`config.mk`:
```
export PLATFORM = sky130hd
export DESIGN_NAME = lru_replacement_tracker_flat
export DESIGN_NICKNAME = d
export VERILOG_FILES = /design/src/rtl/lrt_pkg.sv /design/src/rtl/lrt_req_if.sv /design/src/rtl/lrt_rsp_if.sv /design/src/rtl/lru_replacement_tracker.sv /design/src/rtl/lrt_cell.sv /design/src/flat_wrapper.sv
export SDC_FILE = /design/constraint.sdc
export NUM_CORES = 2
export LEC_CHECK = 0
export BUFFER_PORTS_ARGS = -buffer_cell sky130_fd_sc_hd__buf_2
export CAP_MARGIN = 25
export CORE_ASPECT_RATIO = 1.75
export CORE_MARGIN = 3
export CORE_UTILIZATION = 64
export DETAILED_ROUTE_END_ITERATION = 6
export GPL_ROUTABILITY_DRIVEN = 0
export HOLD_SLACK_MARGIN = 0.15
export PLACE_DENSITY_LB_ADDON = 0.15
export SETUP_SLACK_MARGIN = 0.1
export SLEW_MARGIN = 20
export SYNTH_ARGS = -nofsm -noshare
export SYNTH_HDL_FRONTEND = slang
export SYNTH_SLANG_ARGS = --single-unit
export TNS_END_PERCENT = 50
```
`constraint.sdc`:
```
create_clock -name clock -period 5.65 [get_ports clock]
set_clock_uncertainty 0.15 [all_clocks]
set_input_delay 0.2825 -clock clock [delete_from_list [all_inputs] [get_ports clock]]
set_output_delay 0.2825 -clock clock [all_outputs]
set_load 0.01 [all_outputs]
```
`src/rtl/lrt_pkg.sv`:
```
// ----------------------------------------------------------------------------
// LRU tracker package
// Field widths, operation and status codes, and the command word that the
// control logic broadcasts to every cell of the recency chain.
// ----------------------------------------------------------------------------
package lrt_pkg;

   localparam int OP_BITS       = 2;
   localparam int KEY_PORT_BITS = 32;
   localparam int STATUS_BITS   = 3;
   localparam int OCC_BITS      = 5;

   typedef enum logic [OP_BITS-1:0] {
      OP_ACCESS = 2'd0,
      OP_EVICT  = 2'd1,
      OP_REMOVE = 2'd2
   } lrt_op_type;

   typedef enum logic [STATUS_BITS-1:0] {
      ST_HIT       = 3'd0,
      ST_INSERTED  = 3'd1,
      ST_EVICTED   = 3'd2,
      ST_REMOVED   = 3'd3,
      ST_EMPTY     = 3'd4,
      ST_NOT_FOUND = 3'd5,
      ST_FULL      = 3'd6
   } lrt_status_type;

   typedef struct packed {
      logic hit_move;
      logic insert;
      logic remove;
      logic evict;
   } lrt_cmd_type;

endpackage

```
`src/rtl/lrt_req_if.sv`:
```
// ----------------------------------------------------------------------------
// LRU tracker request channel
// Valid/ready channel that carries one operation and its lookup key.
// ----------------------------------------------------------------------------
interface lrt_req_if
   import lrt_pkg::*;
();
   logic                     valid;
   logic                     ready;
   logic [OP_BITS-1:0]       operation;
   logic [KEY_PORT_BITS-1:0] lookup_key;

   modport source (output valid, output operation, output lookup_key, input ready);
   modport sink (input valid, input operation, input lookup_key, output ready);
endinterface

```
`src/rtl/lrt_rsp_if.sv`:
```
// ----------------------------------------------------------------------------
// LRU tracker response channel
// Valid/ready channel that carries the status, evicted key and occupancy.
// ----------------------------------------------------------------------------
interface lrt_rsp_if
   import lrt_pkg::*;
();
   logic                     valid;
   logic                     ready;
   logic [STATUS_BITS-1:0]   status;
   logic [KEY_PORT_BITS-1:0] evicted_key;
   logic [OCC_BITS-1:0]      occupancy;

   modport source (output valid, output status, output evicted_key, output occupancy,
                   input ready);
   modport sink (input valid, input status, input evicted_key, input occupancy,
                 output ready);
endinterface

```
`src/rtl/lru_replacement_tracker.sv`:
```
// ----------------------------------------------------------------------------
// LRU replacement tracker
// Keeps the recency order of up to ENTRIES keys in a chain of cells.
// ----------------------------------------------------------------------------
// The request channel carries an operation (access, evict, remove) and a key.
// Access touches a tracked key or, unless full, inserts a new one as most
// recent; evict drops the least recent key and returns it; remove drops a
// named key. Every request transfer produces exactly one response transfer
// with the status, the evicted key (zero unless evicting) and the new occupancy.
// The key compare runs in parallel in all cells and the chain shifts in the
// same cycle, so a request is answered in the cycle after its transfer and
// one request is taken every cycle unless the receiver stalls. The response
// sits in an output register; while the receiver stalls, a new request is
// taken only once the waiting response is taken in the same cycle. Reset
// empties the chain and drops any pending response. Keys are held at
// KEY_BITS bits; the request key is truncated or zero-extended to that width.
// ----------------------------------------------------------------------------
module lru_replacement_tracker
   import lrt_pkg::*;
#(
   parameter int ENTRIES  = 16,
   parameter int KEY_BITS = 32
) (
   input  logic      clock,
   input  logic      reset,
   lrt_req_if.sink   req_bus,
   lrt_rsp_if.source rsp_bus
);

   localparam int CNT_BITS = $clog2(ENTRIES + 1);

   logic [KEY_BITS-1:0]      cell_key   [ENTRIES];
   logic [ENTRIES-1:0]       cell_valid;
   logic [KEY_BITS-1:0]      tail_chain [ENTRIES+1];
   logic [ENTRIES:0]         below_chain;
   logic [ENTRIES:0]         above_chain;

   logic [KEY_BITS+KEY_PORT_BITS-1:0] key_wide;
   logic [KEY_BITS-1:0]               key;
   logic [KEY_PORT_BITS+KEY_BITS-1:0] victim_wide;

   logic                 accept;
   logic                 any_match;
   logic                 full;
   logic                 empty;
   lrt_cmd_type          cmd;
   lrt_status_type       status;
   logic [CNT_BITS-1:0]  count_ff, count_in;
   logic [CNT_BITS+OCC_BITS-1:0] occ_wide;

   logic                     rsp_valid_ff;
   logic [STATUS_BITS-1:0]   rsp_status_ff;
   logic [KEY_PORT_BITS-1:0] rsp_key_ff, rsp_key_in;
   logic [OCC_BITS-1:0]      rsp_occ_ff;

   assign key_wide = {{KEY_BITS{1'b0}}, req_bus.lookup_key};
   assign key      = key_wide[KEY_BITS-1:0];

   assign req_bus.ready = !rsp_valid_ff || rsp_bus.ready;
   assign accept        = req_bus.valid && req_bus.ready;

   assign below_chain[ENTRIES] = 1'b0;
   assign above_chain[0]       = 1'b0;
   assign tail_chain[ENTRIES]  = '0;

   for (genvar i = 0; i < ENTRIES; i++) begin : g_cell
      logic [KEY_BITS-1:0] prev_key, next_key;
      logic                prev_valid, next_valid;

      if (i == 0) begin : g_head
         assign prev_key   = key;
         assign prev_valid = 1'b1;
      end else begin : g_mid_prev
         assign prev_key   = cell_key[i-1];
         assign prev_valid = cell_valid[i-1];
      end

      if (i == ENTRIES - 1) begin : g_tail
         assign next_key   = '0;
         assign next_valid = 1'b0;
      end else begin : g_mid_next
         assign next_key   = cell_key[i+1];
         assign next_valid = cell_valid[i+1];
      end

      lrt_cell #(
         .KEY_BITS(KEY_BITS)
      ) u_cell (
         .clock           (clock),
         .reset           (reset),
         .cmd             (cmd),
         .lookup_key      (key),
         .prev_key        (prev_key),
         .prev_valid      (prev_valid),
         .next_key        (next_key),
         .next_valid      (next_valid),
         .match_below_in  (below_chain[i+1]),
         .match_below_out (below_chain[i]),
         .match_above_in  (above_chain[i]),
         .match_above_out (above_chain[i+1]),
         .tail_key_in     (tail_chain[i+1]),
         .tail_key_out    (tail_chain[i]),
         .key             (cell_key[i]),
         .valid           (cell_valid[i])
      );
   end

   assign any_match = below_chain[0];
   assign full      = (count_ff == CNT_BITS'(ENTRIES));
   assign empty     = (count_ff == '0);

   always_comb begin
      cmd      = '0;
      status   = ST_NOT_FOUND;
      count_in = count_ff;
      unique case (lrt_op_type'(req_bus.operation))
         OP_ACCESS: begin
            if (any_match) begin
               status       = ST_HIT;
               cmd.hit_move = accept;
            end else if (full) begin
               status = ST_FULL;
            end else begin
               status     = ST_INSERTED;
               cmd.insert = accept;
               count_in   = count_ff + CNT_BITS'(1);
            end
         end
         OP_EVICT: begin
            if (empty) begin
               status = ST_EMPTY;
            end else begin
               status    = ST_EVICTED;
               cmd.evict = accept;
               count_in  = count_ff - CNT_BITS'(1);
            end
         end
         OP_REMOVE: begin
            if (any_match) begin
               status     = ST_REMOVED;
               cmd.remove = accept;
               count_in   = count_ff - CNT_BITS'(1);
            end
         end
         default: begin
            status = ST_NOT_FOUND;
         end
      endcase
   end

   assign victim_wide = {{KEY_PORT_BITS{1'b0}}, tail_chain[0]};
   assign rsp_key_in  = (status == ST_EVICTED) ? victim_wide[KEY_PORT_BITS-1:0] : '0;
   assign occ_wide    = {{OCC_BITS{1'b0}}, count_in};

   always_ff @(posedge clock) begin
      if (reset) begin
         count_ff     <= '0;
         rsp_valid_ff <= 1'b0;
      end else begin
         if (accept) begin
            count_ff <= count_in;
         end
         if (accept) begin
            rsp_valid_ff <= 1'b1;
         end else if (rsp_bus.ready) begin
            rsp_valid_ff <= 1'b0;
         end
      end
   end

   always_ff @(posedge clock) begin
      if (accept) begin
         rsp_status_ff <= status;
         rsp_key_ff    <= rsp_key_in;
         rsp_occ_ff    <= occ_wide[OCC_BITS-1:0];
      end
   end

   assign rsp_bus.valid       = rsp_valid_ff;
   assign rsp_bus.status      = rsp_status_ff;
   assign rsp_bus.evicted_key = rsp_key_ff;
   assign rsp_bus.occupancy   = rsp_occ_ff;

   a_count_bound : assert property (@(posedge clock) disable iff (reset)
      count_ff <= CNT_BITS'(ENTRIES))
      else $error("Occupancy count exceeds the number of entries.");

   a_valid_matches_count : assert property (@(posedge clock) disable iff (reset)
      $countones(cell_valid) == int'(count_ff))
      else $error("Number of valid cells differs from the occupancy count.");

   a_valid_contiguous : assert property (@(posedge clock) disable iff (reset)
      ((cell_valid & (cell_valid + ENTRIES'(1))) == '0))
      else $error("Valid cells do not form a contiguous run from the head.");

   a_insert_grows : assert property (@(posedge clock) disable iff (reset)
      cmd.insert |=> (count_ff == $past(count_ff) + CNT_BITS'(1)))
      else $error("An insert did not grow the occupancy by one.");

endmodule

```
`src/rtl/lrt_cell.sv`:
```
// ----------------------------------------------------------------------------
// LRU tracker recency cell
// One position of the recency chain. Position zero is most recent. A cell
// takes its neighbor's key when the chain shifts, and clears when it is the
// least recent entry during an eviction.
// ----------------------------------------------------------------------------
module lrt_cell
   import lrt_pkg::*;
#(
   parameter int KEY_BITS = 32
) (
   input  logic                clock,
   input  logic                reset,
   input  lrt_cmd_type         cmd,
   input  logic [KEY_BITS-1:0] lookup_key,
   input  logic [KEY_BITS-1:0] prev_key,
   input  logic                prev_valid,
   input  logic [KEY_BITS-1:0] next_key,
   input  logic                next_valid,
   input  logic                match_below_in,
   output logic                match_below_out,
   input  logic                match_above_in,
   output logic                match_above_out,
   input  logic [KEY_BITS-1:0] tail_key_in,
   output logic [KEY_BITS-1:0] tail_key_out,
   output logic [KEY_BITS-1:0] key,
   output logic                valid
);

   logic [KEY_BITS-1:0] key_ff, key_in;
   logic                valid_ff, valid_in;
   logic                match;
   logic                is_tail;
   logic                shift_down;
   logic                shift_up;
   logic                clear;

   assign match           = valid_ff && (key_ff == lookup_key);
   assign is_tail         = valid_ff && !next_valid;
   assign match_below_out = match || match_below_in;
   assign match_above_out = match || match_above_in;
   assign tail_key_out    = tail_key_in | (is_tail ? key_ff : '0);

   assign shift_down = cmd.insert || (cmd.hit_move && match_below_out);
   assign shift_up   = cmd.remove && match_above_out;
   assign clear      = cmd.evict && is_tail;

   always_comb begin
      key_in   = key_ff;
      valid_in = valid_ff;
      if (shift_down) begin
         key_in   = prev_key;
         valid_in = prev_valid;
      end else if (shift_up) begin
         key_in   = next_key;
         valid_in = next_valid;
      end else if (clear) begin
         valid_in = 1'b0;
      end
   end

   always_ff @(posedge clock) begin
      if (reset) begin
         valid_ff <= 1'b0;
      end else begin
         valid_ff <= valid_in;
      end
   end

   always_ff @(posedge clock) begin
      key_ff <= key_in;
   end

   assign key   = key_ff;
   assign valid = valid_ff;

endmodule
```
`src/flat_wrapper.sv`:
```
// flat-port wrapper written by rule: the top's interface ports become plain ports
module lru_replacement_tracker_flat import lrt_pkg::*;
#(
   parameter int ENTRIES  = 16,
   parameter int KEY_BITS = 32
)
  (clock, reset, req_bus_valid, req_bus_operation, req_bus_lookup_key, req_bus_ready, rsp_bus_valid, rsp_bus_status, rsp_bus_evicted_key, rsp_bus_occupancy, rsp_bus_ready);
  lrt_req_if req_bus_i ();
  lrt_rsp_if rsp_bus_i ();
  input  logic clock;
  input  logic reset;
  input wire logic [$bits(req_bus_i.valid)-1:0] req_bus_valid;
  input wire logic [$bits(req_bus_i.operation)-1:0] req_bus_operation;
  input wire logic [$bits(req_bus_i.lookup_key)-1:0] req_bus_lookup_key;
  output wire logic [$bits(req_bus_i.ready)-1:0] req_bus_ready;
  output wire logic [$bits(rsp_bus_i.valid)-1:0] rsp_bus_valid;
  output wire logic [$bits(rsp_bus_i.status)-1:0] rsp_bus_status;
  output wire logic [$bits(rsp_bus_i.evicted_key)-1:0] rsp_bus_evicted_key;
  output wire logic [$bits(rsp_bus_i.occupancy)-1:0] rsp_bus_occupancy;
  input wire logic [$bits(rsp_bus_i.ready)-1:0] rsp_bus_ready;
  assign req_bus_i.valid = req_bus_valid;
  assign req_bus_i.operation = req_bus_operation;
  assign req_bus_i.lookup_key = req_bus_lookup_key;
  assign req_bus_ready = req_bus_i.ready;
  assign rsp_bus_valid = rsp_bus_i.valid;
  assign rsp_bus_status = rsp_bus_i.status;
  assign rsp_bus_evicted_key = rsp_bus_i.evicted_key;
  assign rsp_bus_occupancy = rsp_bus_i.occupancy;
  assign rsp_bus_i.ready = rsp_bus_ready;
  lru_replacement_tracker #(.ENTRIES(ENTRIES), .KEY_BITS(KEY_BITS)) u_core (.clock(clock), .reset(reset), .req_bus(req_bus_i), .rsp_bus(rsp_bus_i));
endmodule
```
==> flow_summary.yaml, run 1 <==
synthesis:
  postSynth.asyncResetShare_pct: 0
  ys_ff_latch: 574
  synth_area_per_cell_sq_um: 12.0
  syn-num-nets: 3031
  seq_area_frac_synth_pct: 47.6
  netlist_area_sq_um: 35800
  yosys-top-cells-count: "552 x edfxtp_1, 326 x xor2_1, 290 x mux2_2, 175 x xnor2_1, 174 x a22oi_1"
  syn_inst: 2991
  yosysTopAreaCell: "edfxtp_1"
  yosys-top-cells-area: "edfxtp_1 46%, mux2_2 9.1%, xor2_1 8.0%"
  yosysUniqueCellTypes: 88
  synth_edf_count: 552
  ys_warn_count: 0
  synth_ff_type: "edfxtp_1"
  yosysMostFrequentCell: "edfxtp_1"
  yosysTopAreaCellShare_pct: 46.3
grt:
  grt_first_pass_wirelength_um: 254000
  overflow: 85
  grt_max_degree: 47
  grt_usage_pct: 60.8
  grt_pass1_vias: 32200
floorplanning:
  start_util_pct: 64.6
  rows: 114
  die_h_um: 319
  io_pins: 80
  die_width_um: 185
clock_tree:
  cts_setup_buffers: 0
  cts_resized: 0
  h-tree-depth: 2
  clockRootBuffer: "clkbuf_16"
  numCtsBuffers: 53
  clockBufferDepth: 3
  cts_sinks: 574
placed_design:
  io_buffers: 79
  dp_hpwl_um: 119000
status:
  error_line: "[ERROR GRT-0116] Global routing finished with congestion. Check the congestion regions in the DRC Viewer."
  lastStage: "global routing (5_1_grt)"
  outcome: "aborted with a tool error"
==> through the flow <==
step | setup slack, ns | utilization, % | cells | hold slack [ns] | cell area [sq um]
after CTS | 0.968 | 69.4 | 3758 | 0.151 | 38400
after detailed placement | 0.561 | 66.0 | 3641 | 0.375 | 36600
after global placement | 0.619 | 66.0 | 3641 | 0.358 | 36500
after floorplan | 0.643 | - | 2991 | 0.262 | 35800
==> logic make-up after synthesis <==
group	synth area share [%]
AND/OR/NAND/NOR	13.0
XOR/XNOR	12.3
buffers and inverters	3.86
adder cells (fa/ha/maj)	0.0699
flip-flops	47.6
AO/OA/AOI/OAI	8.74
multiplexers	14.5
==> routing by layer <==
metal | GRT overflow | GRT usage, %
met1 | 0 | 66.4
met2 | 42 | 78.6
met3 | 1 | 40.7
met4 | 42 | 52.0
met5 | 0 | 9.58
==> what timing repair did <==
action	4_1_cts
hold buffers	18
setup endpoints to repair	0
hold endpoints to repair	28
==> inputs of run 2 (changes only) <==
--- a/config.mk
+++ b/config.mk
@@ -7,14 +7,11 @@
 export LEC_CHECK = 0
 export BUFFER_PORTS_ARGS = -buffer_cell sky130_fd_sc_hd__buf_2
 export CAP_MARGIN = 25
-export CORE_ASPECT_RATIO = 1.75
 export CORE_MARGIN = 3
-export CORE_UTILIZATION = 64
+export CORE_UTILIZATION = 40
 export DETAILED_ROUTE_END_ITERATION = 6
 export GPL_ROUTABILITY_DRIVEN = 0
-export HOLD_SLACK_MARGIN = 0.15
 export PLACE_DENSITY_LB_ADDON = 0.15
-export SETUP_SLACK_MARGIN = 0.1
 export SLEW_MARGIN = 20
 export SYNTH_ARGS = -nofsm -noshare
 export SYNTH_HDL_FRONTEND = slang
==> flow_summary.yaml, run 2 <==
synthesis:
  syn_inst: 2991
  synth_area_per_cell_sq_um: 12.0
  synthAdderAreaFrac_pct: 0.0700
  netlist_area_sq_um: 35800
  yosys-top-cells-area: "edfxtp_1 46%, mux2_2 9.1%, xor2_1 8.0%"
  yosysTopAreaCell: "edfxtp_1"
  synth_mux_area_share_pct: 14.5
  syn-num-nets: 3031
  yosys-top-cells-count: "552 x edfxtp_1, 326 x xor2_1, 290 x mux2_2, 175 x xnor2_1, 174 x a22oi_1"
  synth_ff_type: "edfxtp_1"
  synth_edf_count: 552
  synth-compound-area-share_pct: 8.74
  yosysMostFrequentCell: "edfxtp_1"
  ys_ff_latch: 574
  yosysTopAreaCellShare_pct: 46.3
  yosysUniqueCellTypes: 88
  ys_warn_count: 0
  postSynth.asyncResetShare_pct: 0
  synth_xor_area_share_pct: 12.3
  synth_top_family_by_area: "multiplexers"
  synthSimpleGateAreaFrac_pct: 13.0
  seq_area_frac_synth_pct: 47.6
status:
  outcome: "finished with violations"
  violations: "DRC"
floorplanning:
  rows: 109
  die_width_um: 305
  start_util_pct: 40.4
  io_pins: 80
  die_h_um: 305
  fp.coreArea_sq_um: 88500
  dieArea_sq_um: 93100
clock_tree:
  clockBufferDepth: 3
  cts_resized: 0
  cts_sinks: 574
  numCtsBuffers: 69
  clockRootBuffer: "clkbuf_16"
  cts_setup_buffers: 0
  cts_tree: "yes"
  clk_pin_slew_ns: 0.06
  h-tree-depth: 3
  clk_latency_ns: 0.64
setup_path:
  required_ns: 5.82
  worstReg2RegEnd: "u_core.g_cell[15].u_cell.key[24]$_SDFFCE_PN0P_"
  worstSetupPathType: "reg -> reg"
  setup.worst_path.end: "u_core.g_cell[15].u_cell.key[24]$_SDFFCE_PN0P_"
  startpoint: "u_core.g_cell[4].u_cell.key[18]$_DFFE_PP_"
  reg2reg_depth: 10
  endpoint_kind: "flip-flop"
  regToRegSetupSlack_ns: 0.69
  critPathArrivalTime_ns: 5.12
  crit_fanout: 26
  cp-start-kind: "flip-flop"
  r2r-start: "u_core.g_cell[4].u_cell.key[18]$_DFFE_PP_"
final_layout:
  drive_above_1_share_pct: 21.1
  final_common_cell: "edfxtp_1"
  fillCellCount: 8150
  nets: 3080
  final_cell_mix: "552 x edfxtp_1, 326 x xor2_1, 290 x mux2_2"
  area_delta_synth_final_pct: 10.8
  largest_register_ffs: 512
  finish.utilization_pct: 44.8
  stdcell_area_sq_um: 39600
  final_cells: 4264
timing:
  holdWs_ns: 0.0519
  max-slew-margin-rel_pct: 25.5
  fin_crit_sh_pct: 87.7
  slew_violations: 0
  rsz0062_at_grt: "false"
  timing.setup.tns_ns: 0
  finalCriticalPeriod_ns: 4.96
  fmaxAchievable_ghz: 0.202
  setup_viol: 0
  hold_viol: 0
  tightest_slew_ns: 1.12
placed_design:
  dp_hpwl_um: 130000
  dp_cells: 4129
  postPlaceCellArea_sq_um: 37400
  io_buffers: 79
route:
  vias: 30000
  wire_per_inst_um: 40.7
  viasPerCell: 7.05
  drt-total-wl_um: 174000
  drtPass1Iterations: 7
  first_iter_violations: 5962
  ant_nets: 0
  drc: 142
grt:
  grt_pass1_vias: 28500
  grt_usage_pct: 36.0
  grt_first_pass_wirelength_um: 234000
  grt_max_degree: 48
  antenna_found_initial: 11
  overflow: 0
pwr:
  power.density_nw_per_um2: 274
  p_leak_uw: 0.0132
  ir_worst_vdd_uv: 157
run:
  maxCapViolations: 0
min_path:
  hp-class: "in -> reg"
[run 2: cell counts after synthesis]
Identical to the previous run, type by type.
[run 2: stage by stage]
step / total power [uW] / worst slack (ns)
final: 10800 / 0.695
after global routing: 11100 / 0.689
after CTS: 10800 / 1.01
after detailed placement: 6340 / 0.803
after global placement: 6320 / 0.891
after floorplan: 5780 / 0.643
[run 2: cell families after synthesis]
kind of cell,count (synthesis)
DFF,574
adders and majority gates,2
buffers and inverters,226
AOI/OAI and AO/OA,403
xor gates and xnor gates,501
and+or+nand+nor,834
muxes,451
[run 2: worst min path at each step]
| stage | startpoint | to | cells after the start |
|---|---|---|---|
| global placement | u_core.rsp_bus.valid$_SDFFE_PP0P_ | u_core.rsp_bus.valid$_SDFFE_PP0P_ | 2 |
| global route | req_bus_lookup_key[26] | u_core.g_cell[0].u_cell.key[26]$_DFFE_PP_ | 3 |
| floorplan | req_bus_valid | u_core.rsp_bus.valid$_SDFFE_PP0P_ | 2 |
| detailed placement | u_core.rsp_bus.valid$_SDFFE_PP0P_ | u_core.rsp_bus.valid$_SDFFE_PP0P_ | 2 |
| CTS | req_bus_operation[1] | u_core.rsp_bus.status[2]$_DFFE_PP_ | 3 |
| finish | req_bus_operation[0] | u_core.count_ff[4]$_SDFFE_PP0P_ | 3 |
[run 2: worst max-delay path, cell delays in order (launching register included)]
cell and delay (ns):
edfxtp_1 0.53, xnor2_1 0.77, nand4_1 0.38, nor2_1 0.18, nand4_1 0.41, nand4_1 0.51
nor4_4 0.09, buf_4 0.24, nor2_1 0.55, or2_2 0.52, buf_12 0.26
[run 2: routing by layer]
layer  up-vias  routed length, um  global-route usage [%]
li1      11600                  -                       -
met1     14800              63800                    46.2
met2      2925              69000                    49.7
met3       680              26300                    14.1
met4         6              14400                    24.4
met5         -                 38                   0.155
[run 2: area by class of cell]
type	instances	area (sq um)	area share, %
inverters	34	128	0.322
diodes	6	15.0	0.0379
flip-flops and latches	574	17000	42.9
repair buffers	170	1240	3.12
well taps	1165	1460	3.68
clock buffers	89	1910	4.81
clock inverters	35	299	0.754
multi-input cells	2191	17600	44.3
[run 2: repair_timing]
item                                   CTS  global route
setup endpoints to repair                0             0
hold buffers                             5             0
endpoints found under the hold margin    7             0
[run 2: where the power goes]
group | internal (uW) | switching, uW
Clock | 2570 | 1910
Combinational | 424 | 905
Sequential | 4810 | 221
Note: power is estimated with default switching activity, not from simulation.
